### src/sv/crts_pkg.sv
// ----------------------------------------------------------------------------
// crts_pkg: shared types and constants of the range translator
// Field widths, request and register codes, and the queued request format.
// ----------------------------------------------------------------------------
package crts_pkg;

   localparam int CP_W  = 21;  // code point width
   localparam int CNT_W = 5;   // width of the count registers
   localparam int POS_W = 27;  // position in concatenated ranges: 31 ranges of 2**21

   // One past the last code point; marks an empty squeeze memory.
   localparam logic [CP_W-1:0] NO_CHAR = 21'd1114112;

   // Request type codes on the input channel.
   localparam logic [1:0] REQ_XLATE  = 2'd0;
   localparam logic [1:0] REQ_WR_SRC = 2'd1;
   localparam logic [1:0] REQ_WR_TGT = 2'd2;

   // Configuration register indexes.
   localparam logic [1:0] REG_SQUEEZE    = 2'd0;
   localparam logic [1:0] REG_COMPLEMENT = 2'd1;
   localparam logic [1:0] REG_SRC_COUNT  = 2'd2;
   localparam logic [1:0] REG_TGT_COUNT  = 2'd3;

   typedef enum logic [1:0] {
      OP_XLATE,
      OP_WR_SRC,
      OP_WR_TGT
   } op_type;

   typedef struct packed {
      op_type          op;
      logic [3:0]      entry_index;
      logic [CP_W-1:0] range_low;
      logic [CP_W-1:0] range_high;
      logic [CP_W-1:0] code_point;
      logic            string_start;
   } item_type;

   typedef struct packed {
      logic             squeeze_mode;
      logic             complement_mode;
      logic [CNT_W-1:0] source_count;
      logic [CNT_W-1:0] target_count;
   } cfg_type;

endpackage

### src/sv/crts_front.sv
// ----------------------------------------------------------------------------
// crts_front: request intake
// Decodes the request type, drops unused codes and pushes the rest to the queue.
// ----------------------------------------------------------------------------
module crts_front (
   input  logic                       req_valid,
   output logic                       req_stall,
   input  logic [1:0]                 req_type,
   input  logic [3:0]                 req_entry_index,
   input  logic [crts_pkg::CP_W-1:0]  req_range_low,
   input  logic [crts_pkg::CP_W-1:0]  req_range_high,
   input  logic [crts_pkg::CP_W-1:0]  req_code_point,
   input  logic                       req_string_start,
   input  logic                       q_full,
   output logic                       q_push,
   output crts_pkg::item_type         q_item
);

   logic keep;

   always_comb begin
      keep      = 1'b1;
      q_item.op = crts_pkg::OP_XLATE;
      unique case (req_type)
         crts_pkg::REQ_XLATE:  q_item.op = crts_pkg::OP_XLATE;
         crts_pkg::REQ_WR_SRC: q_item.op = crts_pkg::OP_WR_SRC;
         crts_pkg::REQ_WR_TGT: q_item.op = crts_pkg::OP_WR_TGT;
         default:              keep      = 1'b0;
      endcase
      q_item.entry_index  = req_entry_index;
      q_item.range_low    = req_range_low;
      q_item.range_high   = req_range_high;
      q_item.code_point   = req_code_point;
      q_item.string_start = req_string_start;
   end

   // An unused code is taken and dropped, so it only waits for queue space.
   assign req_stall = q_full;
   assign q_push    = req_valid & ~q_full & keep;

endmodule

### src/sv/crts_queue.sv
// ----------------------------------------------------------------------------
// crts_queue: two-entry request queue
// Decouples request intake from the table search sequencer.
// ----------------------------------------------------------------------------
module crts_queue (
   input  logic               clock,
   input  logic               reset,
   input  logic               push,
   input  crts_pkg::item_type push_item,
   input  logic               pop,
   output crts_pkg::item_type head,
   output logic               full,
   output logic               empty
);

   crts_pkg::item_type slot_ff [2];
   logic       wr_ptr_ff, wr_ptr_in;
   logic       rd_ptr_ff, rd_ptr_in;
   logic [1:0] count_ff, count_in;

   always_comb begin
      wr_ptr_in = wr_ptr_ff ^ push;
      rd_ptr_in = rd_ptr_ff ^ pop;
      count_in  = count_ff + {1'b0, push} - {1'b0, pop};
   end

   always_ff @(posedge clock) begin
      if (reset) begin
         wr_ptr_ff <= 1'b0;
         rd_ptr_ff <= 1'b0;
         count_ff  <= 2'd0;
      end else begin
         wr_ptr_ff <= wr_ptr_in;
         rd_ptr_ff <= rd_ptr_in;
         count_ff  <= count_in;
      end
   end

   always_ff @(posedge clock) begin
      if (push) begin
         slot_ff[wr_ptr_ff] <= push_item;
      end
   end

   assign head  = slot_ff[rd_ptr_ff];
   assign full  = (count_ff == 2'd2);
   assign empty = (count_ff == 2'd0);

endmodule

### src/sv/crts_back.sv
// ----------------------------------------------------------------------------
// crts_back: table store and search sequencer
// Holds both range tables, walks them one entry at a time with a read state and an
// evaluate state per entry, applies the squeeze rule and presents results through an output register.
// ----------------------------------------------------------------------------
module crts_back #(
   parameter int RANGE_ENTRIES = 16
) (
   input  logic                       clock,
   input  logic                       reset,
   input  crts_pkg::cfg_type          cfg,
   input  crts_pkg::item_type         head,
   input  logic                       q_empty,
   output logic                       q_pop,
   output logic                       rsp_valid,
   input  logic                       rsp_stall,
   output logic [crts_pkg::CP_W-1:0]  rsp_out_code_point,
   output logic                       rsp_changed
);

   localparam int IDX_W = (RANGE_ENTRIES > 1) ? $clog2(RANGE_ENTRIES) : 1;
   localparam int CW    = (IDX_W + 1 > crts_pkg::CNT_W) ? IDX_W + 1 : crts_pkg::CNT_W;
   localparam int CP_W  = crts_pkg::CP_W;
   localparam int POS_W = crts_pkg::POS_W;

   typedef enum logic [7:0] {
      S_IDLE   = 8'b0000_0001,
      S_SRD    = 8'b0000_0010,
      S_SEVAL  = 8'b0000_0100,
      S_DECIDE = 8'b0000_1000,
      S_TRD    = 8'b0001_0000,
      S_TEVAL  = 8'b0010_0000,
      S_SQ     = 8'b0100_0000,
      S_OUT    = 8'b1000_0000
   } state_type;

   state_type state_ff, state_in;

   logic [2*CP_W-1:0] src_mem [RANGE_ENTRIES];
   logic [2*CP_W-1:0] tgt_mem [RANGE_ENTRIES];
   logic [2*CP_W-1:0] src_rd_ff, tgt_rd_ff;

   logic [CW-1:0]    ctr_ff, ctr_in;
   logic             found_ff, found_in;
   logic             last_only_ff, last_only_in;
   logic [POS_W-1:0] pos_ff, pos_in;
   logic [POS_W-1:0] seen_ff, seen_in;
   logic [CP_W-1:0]  cp_ff, cp_in;
   logic [CP_W-1:0]  res_ff, res_in;
   logic [CP_W-1:0]  prev_ff, prev_in;
   logic             prev_valid_ff, prev_valid_in;
   logic             rsp_valid_ff, rsp_valid_in;
   logic [CP_W-1:0]  rsp_cp_ff, rsp_cp_in;
   logic             rsp_chg_ff, rsp_chg_in;

   logic [CW-1:0]    src_n, tgt_n;
   logic [IDX_W-1:0] rd_addr, wr_addr;
   logic             wr_ok, src_we, tgt_we;
   logic [CP_W-1:0]  e_lo, e_hi;
   logic [CP_W:0]    e_size;
   logic [POS_W-1:0] seen_next;
   logic             out_free;

   // Counts saturate at the table depth; a target count of zero acts as one.
   always_comb begin
      if (int'(cfg.source_count) > RANGE_ENTRIES) src_n = CW'(RANGE_ENTRIES);
      else                                        src_n = CW'(cfg.source_count);
      if (int'(cfg.target_count) > RANGE_ENTRIES) tgt_n = CW'(RANGE_ENTRIES);
      else if (cfg.target_count == '0)            tgt_n = CW'(1);
      else                                        tgt_n = CW'(cfg.target_count);
   end

   assign rd_addr = ctr_ff[IDX_W-1:0];
   assign wr_addr = IDX_W'(head.entry_index);
   assign wr_ok   = int'(head.entry_index) < RANGE_ENTRIES;
   assign q_pop   = state_ff[0] & ~q_empty;
   assign src_we  = q_pop & (head.op == crts_pkg::OP_WR_SRC) & wr_ok;
   assign tgt_we  = q_pop & (head.op == crts_pkg::OP_WR_TGT) & wr_ok;

   always_ff @(posedge clock) begin
      if (src_we) begin
         src_mem[wr_addr] <= {head.range_low, head.range_high};
      end
      src_rd_ff <= src_mem[rd_addr];
   end

   always_ff @(posedge clock) begin
      if (tgt_we) begin
         tgt_mem[wr_addr] <= {head.range_low, head.range_high};
      end
      tgt_rd_ff <= tgt_mem[rd_addr];
   end

   // The entry under evaluation comes from whichever table is being walked.
   always_comb begin
      if (state_ff == S_SEVAL) {e_lo, e_hi} = src_rd_ff;
      else                     {e_lo, e_hi} = tgt_rd_ff;
      if (e_lo > e_hi) e_size = '0;
      else             e_size = {1'b0, e_hi} - {1'b0, e_lo} + (CP_W+1)'(1);
      seen_next = seen_ff + POS_W'(e_size);
   end

   assign out_free = ~rsp_valid_ff | ~rsp_stall;

   always_comb begin
      state_in      = state_ff;
      ctr_in        = ctr_ff;
      found_in      = found_ff;
      last_only_in  = last_only_ff;
      pos_in        = pos_ff;
      seen_in       = seen_ff;
      cp_in         = cp_ff;
      res_in        = res_ff;
      prev_in       = prev_ff;
      prev_valid_in = prev_valid_ff;
      rsp_valid_in  = rsp_valid_ff & rsp_stall;
      rsp_cp_in     = rsp_cp_ff;
      rsp_chg_in    = rsp_chg_ff;
      unique case (state_ff)
         S_IDLE: begin
            if (~q_empty && head.op == crts_pkg::OP_XLATE) begin
               cp_in    = head.code_point;
               ctr_in   = '0;
               seen_in  = '0;
               found_in = 1'b0;
               if (head.string_start) prev_valid_in = 1'b0;
               state_in = (src_n == '0) ? S_DECIDE : S_SRD;
            end
         end
         S_SRD: state_in = S_SEVAL;
         S_SEVAL: begin
            // Later entries override earlier ones, so the last hit wins.
            if (e_lo <= cp_ff && cp_ff <= e_hi) begin
               found_in = 1'b1;
               pos_in   = seen_ff + POS_W'(cp_ff - e_lo);
            end
            seen_in = seen_next;
            ctr_in  = ctr_ff + CW'(1);
            if (ctr_ff + CW'(1) == src_n) state_in = S_DECIDE;
            else                         state_in = S_SRD;
         end
         S_DECIDE: begin
            seen_in = '0;
            if (cfg.complement_mode == found_ff) begin
               // Not a member: pass through and forget the squeeze history.
               res_in        = cp_ff;
               prev_valid_in = 1'b0;
               prev_in       = crts_pkg::NO_CHAR;
               state_in      = S_OUT;
            end else begin
               last_only_in = cfg.complement_mode;
               ctr_in       = cfg.complement_mode ? tgt_n - CW'(1) : '0;
               state_in     = S_TRD;
            end
         end
         S_TRD: state_in = S_TEVAL;
         S_TEVAL: begin
            if (~last_only_ff && seen_next > pos_ff) begin
               res_in   = e_lo + CP_W'(pos_ff - seen_ff);
               state_in = S_SQ;
            end else if (last_only_ff || ctr_ff + CW'(1) == tgt_n) begin
               res_in   = e_hi;
               state_in = S_SQ;
            end else begin
               seen_in  = seen_next;
               ctr_in   = ctr_ff + CW'(1);
               state_in = S_TRD;
            end
         end
         S_SQ: begin
            if (cfg.squeeze_mode && prev_valid_ff && prev_ff == res_ff) begin
               state_in = S_IDLE;
            end else begin
               prev_in       = res_ff;
               prev_valid_in = 1'b1;
               state_in      = S_OUT;
            end
         end
         S_OUT: begin
            if (out_free) begin
               rsp_valid_in = 1'b1;
               rsp_cp_in    = res_ff;
               rsp_chg_in   = (res_ff != cp_ff);
               state_in     = S_IDLE;
            end
         end
         default: state_in = S_IDLE;
      endcase
   end

   always_ff @(posedge clock) begin
      if (reset) begin
         state_ff      <= S_IDLE;
         prev_valid_ff <= 1'b0;
         prev_ff       <= crts_pkg::NO_CHAR;
         rsp_valid_ff  <= 1'b0;
      end else begin
         state_ff      <= state_in;
         prev_valid_ff <= prev_valid_in;
         prev_ff       <= prev_in;
         rsp_valid_ff  <= rsp_valid_in;
      end
      ctr_ff       <= ctr_in;
      found_ff     <= found_in;
      last_only_ff <= last_only_in;
      pos_ff       <= pos_in;
      seen_ff      <= seen_in;
      cp_ff        <= cp_in;
      res_ff       <= res_in;
      rsp_cp_ff    <= rsp_cp_in;
      rsp_chg_ff   <= rsp_chg_in;
   end

   assign rsp_valid          = rsp_valid_ff;
   assign rsp_out_code_point = rsp_cp_ff;
   assign rsp_changed        = rsp_chg_ff;

endmodule

### src/sv/char_range_translate_squeeze.sv
// Operation: a range write is done when the sequencer takes it from the queue. A translate
// beat walks all S source entries, S being the source count, and for a translated
// character then the target entries up to the one holding its position (only the last
// one in complement mode); each table entry takes a read state and an evaluate state.
// Throughput is one beat at a time in the sequencer; a two-entry queue and the output
// register keep both channels moving. Reset is synchronous and needs no clearing pass.
// ----------------------------------------------------------------------------
// char_range_translate_squeeze: tr-style code point translation with squeeze
// Translates code points through loaded source and target range tables, with
// complement and squeeze modes set over a small register port.
// ----------------------------------------------------------------------------
module char_range_translate_squeeze #(
   parameter int RANGE_ENTRIES = 16
) (
   input  logic                       clock,
   input  logic                       reset,
   // Configuration register writes.
   input  logic                       csr_write_enable,
   input  logic [1:0]                 csr_index,
   input  logic [crts_pkg::CNT_W-1:0] csr_write_data,
   // Request channel.
   input  logic                       req_valid,
   output logic                       req_stall,
   input  logic [1:0]                 req_type,
   input  logic [3:0]                 req_entry_index,
   input  logic [crts_pkg::CP_W-1:0]  req_range_low,
   input  logic [crts_pkg::CP_W-1:0]  req_range_high,
   input  logic [crts_pkg::CP_W-1:0]  req_code_point,
   input  logic                       req_string_start,
   // Result channel.
   output logic                       rsp_valid,
   input  logic                       rsp_stall,
   output logic [crts_pkg::CP_W-1:0]  rsp_out_code_point,
   output logic                       rsp_changed
);

   // The register block holds the mode bits and the raw counts. Counts are
   // clamped where they are used, so the registers keep what was written.
   crts_pkg::cfg_type cfg_ff, cfg_in;

   always_comb begin
      cfg_in = cfg_ff;
      if (csr_write_enable) begin
         unique case (csr_index)
            crts_pkg::REG_SQUEEZE:    cfg_in.squeeze_mode    = csr_write_data[0];
            crts_pkg::REG_COMPLEMENT: cfg_in.complement_mode = csr_write_data[0];
            crts_pkg::REG_SRC_COUNT:  cfg_in.source_count    = csr_write_data;
            crts_pkg::REG_TGT_COUNT:  cfg_in.target_count    = csr_write_data;
            default:                  cfg_in = cfg_ff;
         endcase
      end
   end

   always_ff @(posedge clock) begin
      if (reset) begin
         cfg_ff.squeeze_mode    <= 1'b0;
         cfg_ff.complement_mode <= 1'b0;
         cfg_ff.source_count    <= '0;
         cfg_ff.target_count    <= crts_pkg::CNT_W'(1);
      end else begin
         cfg_ff <= cfg_in;
      end
   end

   // The front end decodes each beat and hands it to the queue. Unused request
   // codes are accepted and dropped there, so they never reach the sequencer.
   crts_pkg::item_type push_item, head_item;
   logic q_push, q_pop, q_full, q_empty;

   crts_front u_front (
      .req_valid        (req_valid),
      .req_stall        (req_stall),
      .req_type         (req_type),
      .req_entry_index  (req_entry_index),
      .req_range_low    (req_range_low),
      .req_range_high   (req_range_high),
      .req_code_point   (req_code_point),
      .req_string_start (req_string_start),
      .q_full           (q_full),
      .q_push           (q_push),
      .q_item           (push_item)
   );

   crts_queue u_queue (
      .clock     (clock),
      .reset     (reset),
      .push      (q_push),
      .push_item (push_item),
      .pop       (q_pop),
      .head      (head_item),
      .full      (q_full),
      .empty     (q_empty)
   );

   // The back end owns both tables. Range writes and translations are taken
   // from the queue in order, so a translation always sees earlier writes.
   crts_back #(
      .RANGE_ENTRIES (RANGE_ENTRIES)
   ) u_back (
      .clock              (clock),
      .reset              (reset),
      .cfg                (cfg_ff),
      .head               (head_item),
      .q_empty            (q_empty),
      .q_pop              (q_pop),
      .rsp_valid          (rsp_valid),
      .rsp_stall          (rsp_stall),
      .rsp_out_code_point (rsp_out_code_point),
      .rsp_changed        (rsp_changed)
   );

   // The sequencer must never take a beat from an empty queue.
   a_pop_nonempty: assert property (@(posedge clock) disable iff (reset)
      q_pop |-> !q_empty)
      else $error("queue popped while empty");

   // A useful beat accepted at the input must be held in the queue afterwards.
   a_push_lands: assert property (@(posedge clock) disable iff (reset)
      (req_valid && !req_stall && (req_type == crts_pkg::REQ_XLATE ||
       req_type == crts_pkg::REQ_WR_SRC || req_type == crts_pkg::REQ_WR_TGT))
      |=> !q_empty)
      else $error("accepted beat missing from queue");

   // The input side stalls only when the queue is full.
   a_stall_full: assert property (@(posedge clock) disable iff (reset)
      req_stall |-> q_full)
      else $error("input stalled with queue space");

endmodule
### config.mk
export PLATFORM = sky130hd
export DESIGN_NAME = char_range_translate_squeeze
export DESIGN_NICKNAME = d
export VERILOG_FILES = /design/src/sv/crts_pkg.sv /design/src/sv/crts_front.sv /design/src/sv/crts_queue.sv /design/src/sv/crts_back.sv /design/src/sv/char_range_translate_squeeze.sv
export SDC_FILE = /design/constraint.sdc
export NUM_CORES = 2
export LEC_CHECK = 0
export BUFFER_PORTS_ARGS = -buffer_cell sky130_fd_sc_hd__buf_2
export CORE_MARGIN = 5
export CORE_UTILIZATION = 57
export CTS_CLUSTER_SIZE = 14
export DETAILED_ROUTE_END_ITERATION = 6
export PLACE_DENSITY_LB_ADDON = 0.12
export SLEW_MARGIN = 20
export SYNTH_ARGS = -nofsm -noshare
export SYNTH_HDL_FRONTEND = slang
export SYNTH_SLANG_ARGS = --single-unit
### constraint.sdc
create_clock -name clock -period 11.1 [get_ports clock]
set_clock_uncertainty 0.15 [all_clocks]
set_input_delay 0.555 -clock clock [delete_from_list [all_inputs] [get_ports clock]]
set_output_delay 0.555 -clock clock [all_outputs]
set_load 0.02 [all_outputs]
==> flow_metrics.py <==
metrics = {
    "synthesis": {
        "netlist_top_cells_count": "1609 x edfxtp_1, 420 x mux4_2, 197 x ha_1, 163 x nor2_1, 161 x nand2_1",
        "synth.avg_cell_area_um2": 18.3,
        "synth_area_um2": 72700,
        "synth-edff-count": 1609,
        "synth-seq-cells": 1740,
        "syn_nets": 4270,
        "synth_area_leaders": "edfxtp_1 66%, mux4_2 13%, dfxtp_1 3.6%",
        "ys_async_sr_fraction_pct": 0,
        "yosys_warnings": 0,
        "syn_inst": 3966,
        "ys_types": 81,
        "synth-main-ff-cell": "edfxtp_1",
        "yosys.area.top_type_share_pct": 66.4,
        "yosysMostFrequentCell": "edfxtp_1",
        "yosysSeqAreaShare_pct": 70.1,
        "yosys.area.top_type": "edfxtp_1",
    },
    "power": {
        "total_power_w": 0.0258,
        "comb_power_share_pct": 44.1,
        "p_int_w": 0.0164,
        "ir_worst_vdd_v": 0.000292,
        "leakagePower_nw": 27.8,
        "power_density_nw_per_um2": 314,
        "seq_power_share_pct": 33.6,
        "sw_frac_of_total_pct": 36.3,
        "p_clk_share_pct": 22.3,
        "p_sw_w": 0.00937,
    },
    "worst_setup_path": {
        "cp_slowest_stage_delay_ps": 750,
        "cp.required_ps": 11350,
        "cp-end-kind": "register",
        "crit_type": "register to register",
        "critical_path_peak_fanout": 21,
        "cp_slowest_cell": "o211a_1",
        "startpoint_type": "register",
        "worstPathArrival_ps": 10300,
    },
    "min_path": {
        "worst_hold_path_type": "input pin to register",
    },
    "cts": {
        "cts_max_path_buffers": 3,
        "cts_sinks": 1740,
        "cts_resized": 0,
        "insertion_delay_ps": 800,
        "cts_tree": "built",
        "htree_levels": 4,
        "clk_root_buffer_cell": "clkbuf_16",
        "clk_pin_slew_ps": 60,
        "cts_buffers": 174,
    },
    "floorplanning": {
        "ios": 106,
        "die_h_um": 367,
        "placementRows": 131,
        "coreArea_um2": 127000,
        "die_area_um2": 135000,
        "start_util_pct": 57.2,
        "die_w_um": 367,
    },
    "routing": {
        "drt_drc_violations_left": 0,
        "vias": 38600,
        "routed_wirelength_um": 187000,
        "first_iter_violations": 4209,
        "first_pass_iters": 5,
        "vias_per_cell": 6.37,
        "wl_per_cell_um": 30.9,
        "drt.antenna.violating_nets": 0,
    },
    "timing": {
        "rsz0062_at_grt": "no",
        "min_period_ps": 10050,
        "setup_violations": 0,
        "setup_tns_ps": 0,
        "fmax_mhz": 99.5,
        "hold_viol": 0,
        "holdWs_ps": 199,
        "slew_headroom_pct": 22.0,
        "slew_violations": 0,
        "finalCritPeriodShare_pct": 90.5,
        "tightestPinTransition_ps": 1170,
    },
    "global_route": {
        "globalRouteMet3Util_pct": 5.40,
        "grt_util_met2_pct": 45.5,
        "grt_pass1_wl_um": 270000,
        "top_usage_layer": "met2",
        "grt_pass1_vias": 38300,
        "grt_max_degree": 135,
        "grt_util_all_layers_pct": 28.0,
        "use_met1_pct": 38.9,
        "antenna_found_initial": 4,
        "grt_remaining_overflow": 0,
    },
    "layout": {
        "layout.nets": 4556,
        "fillCellCount": 8661,
        "fin_area_um2": 82100,
        "drive_gt1_share_pct": 21.9,
        "syn_to_final_growth_pct": 12.9,
        "diodes": 0,
    },
    "placed_design": {
        "dp_hpwl_um": 108000,
        "place_area_um2": 75600,
        "io_buffers": 105,
        "gp_congestion": 0.935,
    },
    "job": {
        "drv_cap": 0,
    },
    "outcome": {
        "status": "finished clean",
    },
}
-- stage by stage --
step / cells / setup WS (ps) / util, %
finish: 6062 / 1050 / 64.5
global route: 6062 / 490 / 64.5
CTS: 6062 / 1080 / 64.5
detailed placement: 5658 / 1110 / 59.4
global placement: 5658 / 1300 / 59.4
floorplan: 3966 / 2090 / -
-- cells by family after synthesis --
kind of cell / Yosys count / share of synthesized area (%)
adders and majority gates: 224 / 4.11
AOI/OAI and AO/OA: 437 / 3.86
xor gates and xnor gates: 159 / 1.92
muxes: 522 / 14.5
DFF: 1740 / 70.1
and+or+nand+nor: 590 / 3.98
buffers and inverters: 294 / 1.56
-- layer usage --
metal | vias to the layer above | wire (um)
li1 | 16400 | -
met1 | 20200 | 73400
met2 | 1765 | 91700
met3 | 278 | 16200
met4 | 0 | 6230
met5 | - | 0
-- path summary, 6_finish.rpt --
check,start,end,slack (ps),cells after the start
hold reg to reg,u_back.prev_ff[3]$_SDFFE_PP0P_,u_back.prev_ff[3]$_SDFFE_PP0P_,330,2
setup / recovery,u_back.state_ff[1]$_SDFFE_PP0P_,u_back.res_ff[5]$_DFFE_PP_,1050,33
hold / removal,req_valid,u_queue.wr_ptr_ff$_SDFF_PP0_,200,5
setup reg to reg,u_back.state_ff[1]$_SDFFE_PP0P_,u_back.res_ff[5]$_DFFE_PP_,1050,33
-- layout by cell type (no fill, tap or decap), drive strengths merged, types with 19 or more instances in the layout --
| master | count |
|---|---|
| a21o | 73 |
| a21oi | 138 |
| and2 | 36 |
| buf | 172 |
| clkbuf | 260 |
| clkinv | 42 |
| dfxtp | 131 |
| dlygate4sd3 | 80 |
| edfxtp | 1609 |
| fa | 25 |
| ha | 197 |
| inv | 159 |
| mux2 | 66 |
| mux2i | 36 |
| mux4 | 420 |
| nand2 | 162 |
| nand2b | 19 |
| nand3 | 61 |
| nand4 | 20 |
| nor2 | 164 |
| nor2b | 20 |
| nor3 | 24 |
| o21a | 20 |
| o21ai | 84 |
| o21bai | 19 |
| xnor2 | 103 |
| xor2 | 56 |
-- timing repair --
action	4_1_cts	5_1_grt
hold buffers	80	0
buffers inserted	0	0
hold endpoints to repair	153	0
-- worst max-delay path, delay by kind of cell, from the launching register on --
family                   cells  cell delay, ps
AO/OA/AOI/OAI               17            4290
AND/OR/NAND/NOR              8            2460
adder cells (fa/ha/maj)      4            1300
buffers and inverters        2             470
multiplexers                 1             450
flip-flops                   1             370
XOR/XNOR                     1             160
-- registers in the layout (all words and copies together) (netlist names), 2 cells and up --
register                   count
u_back.tgt_rd_ff              42
cfg_ff                        12
u_back.pos_ff                 27
u_queue.slot_ff              140
u_back.seen_ff                27
u_back.ctr_ff                  5
u_back.src_rd_ff              42
u_back.res_ff                 21
u_back.prev_ff                21
u_back.tgt_mem               672
u_queue.count_ff               2
u_back.state_ff                8
u_back.rsp_out_code_point     21
u_back.cp_ff                  21
u_back.src_mem               672
-- power groups by stage --
stage                     clock network, W  logic (W)  registers [W]
final                              0.00576     0.0114        0.00866
after global routing               0.00617     0.0125        0.00867
after CTS                          0.00585     0.0113        0.00865
after detailed placement                 0     0.0112        0.00878
after global placement                   0     0.0112        0.00879
after floorplan                          0    0.00852        0.00838
-- area by class of cell --
class | count | area, um^2 | share of cell area [%]
Timing Repair Buffer | 252 | 1880 | 2.29
Multi-Input combinational cell | 1932 | 20900 | 25.5
Inverter | 152 | 571 | 0.695
Tap cell | 1662 | 2080 | 2.53
Clock inverter | 64 | 687 | 0.837
Sequential cell | 1740 | 50900 | 62.1
Clock buffer | 260 | 4960 | 6.05
No activity file was read; power rests on OpenSTA's default activity.
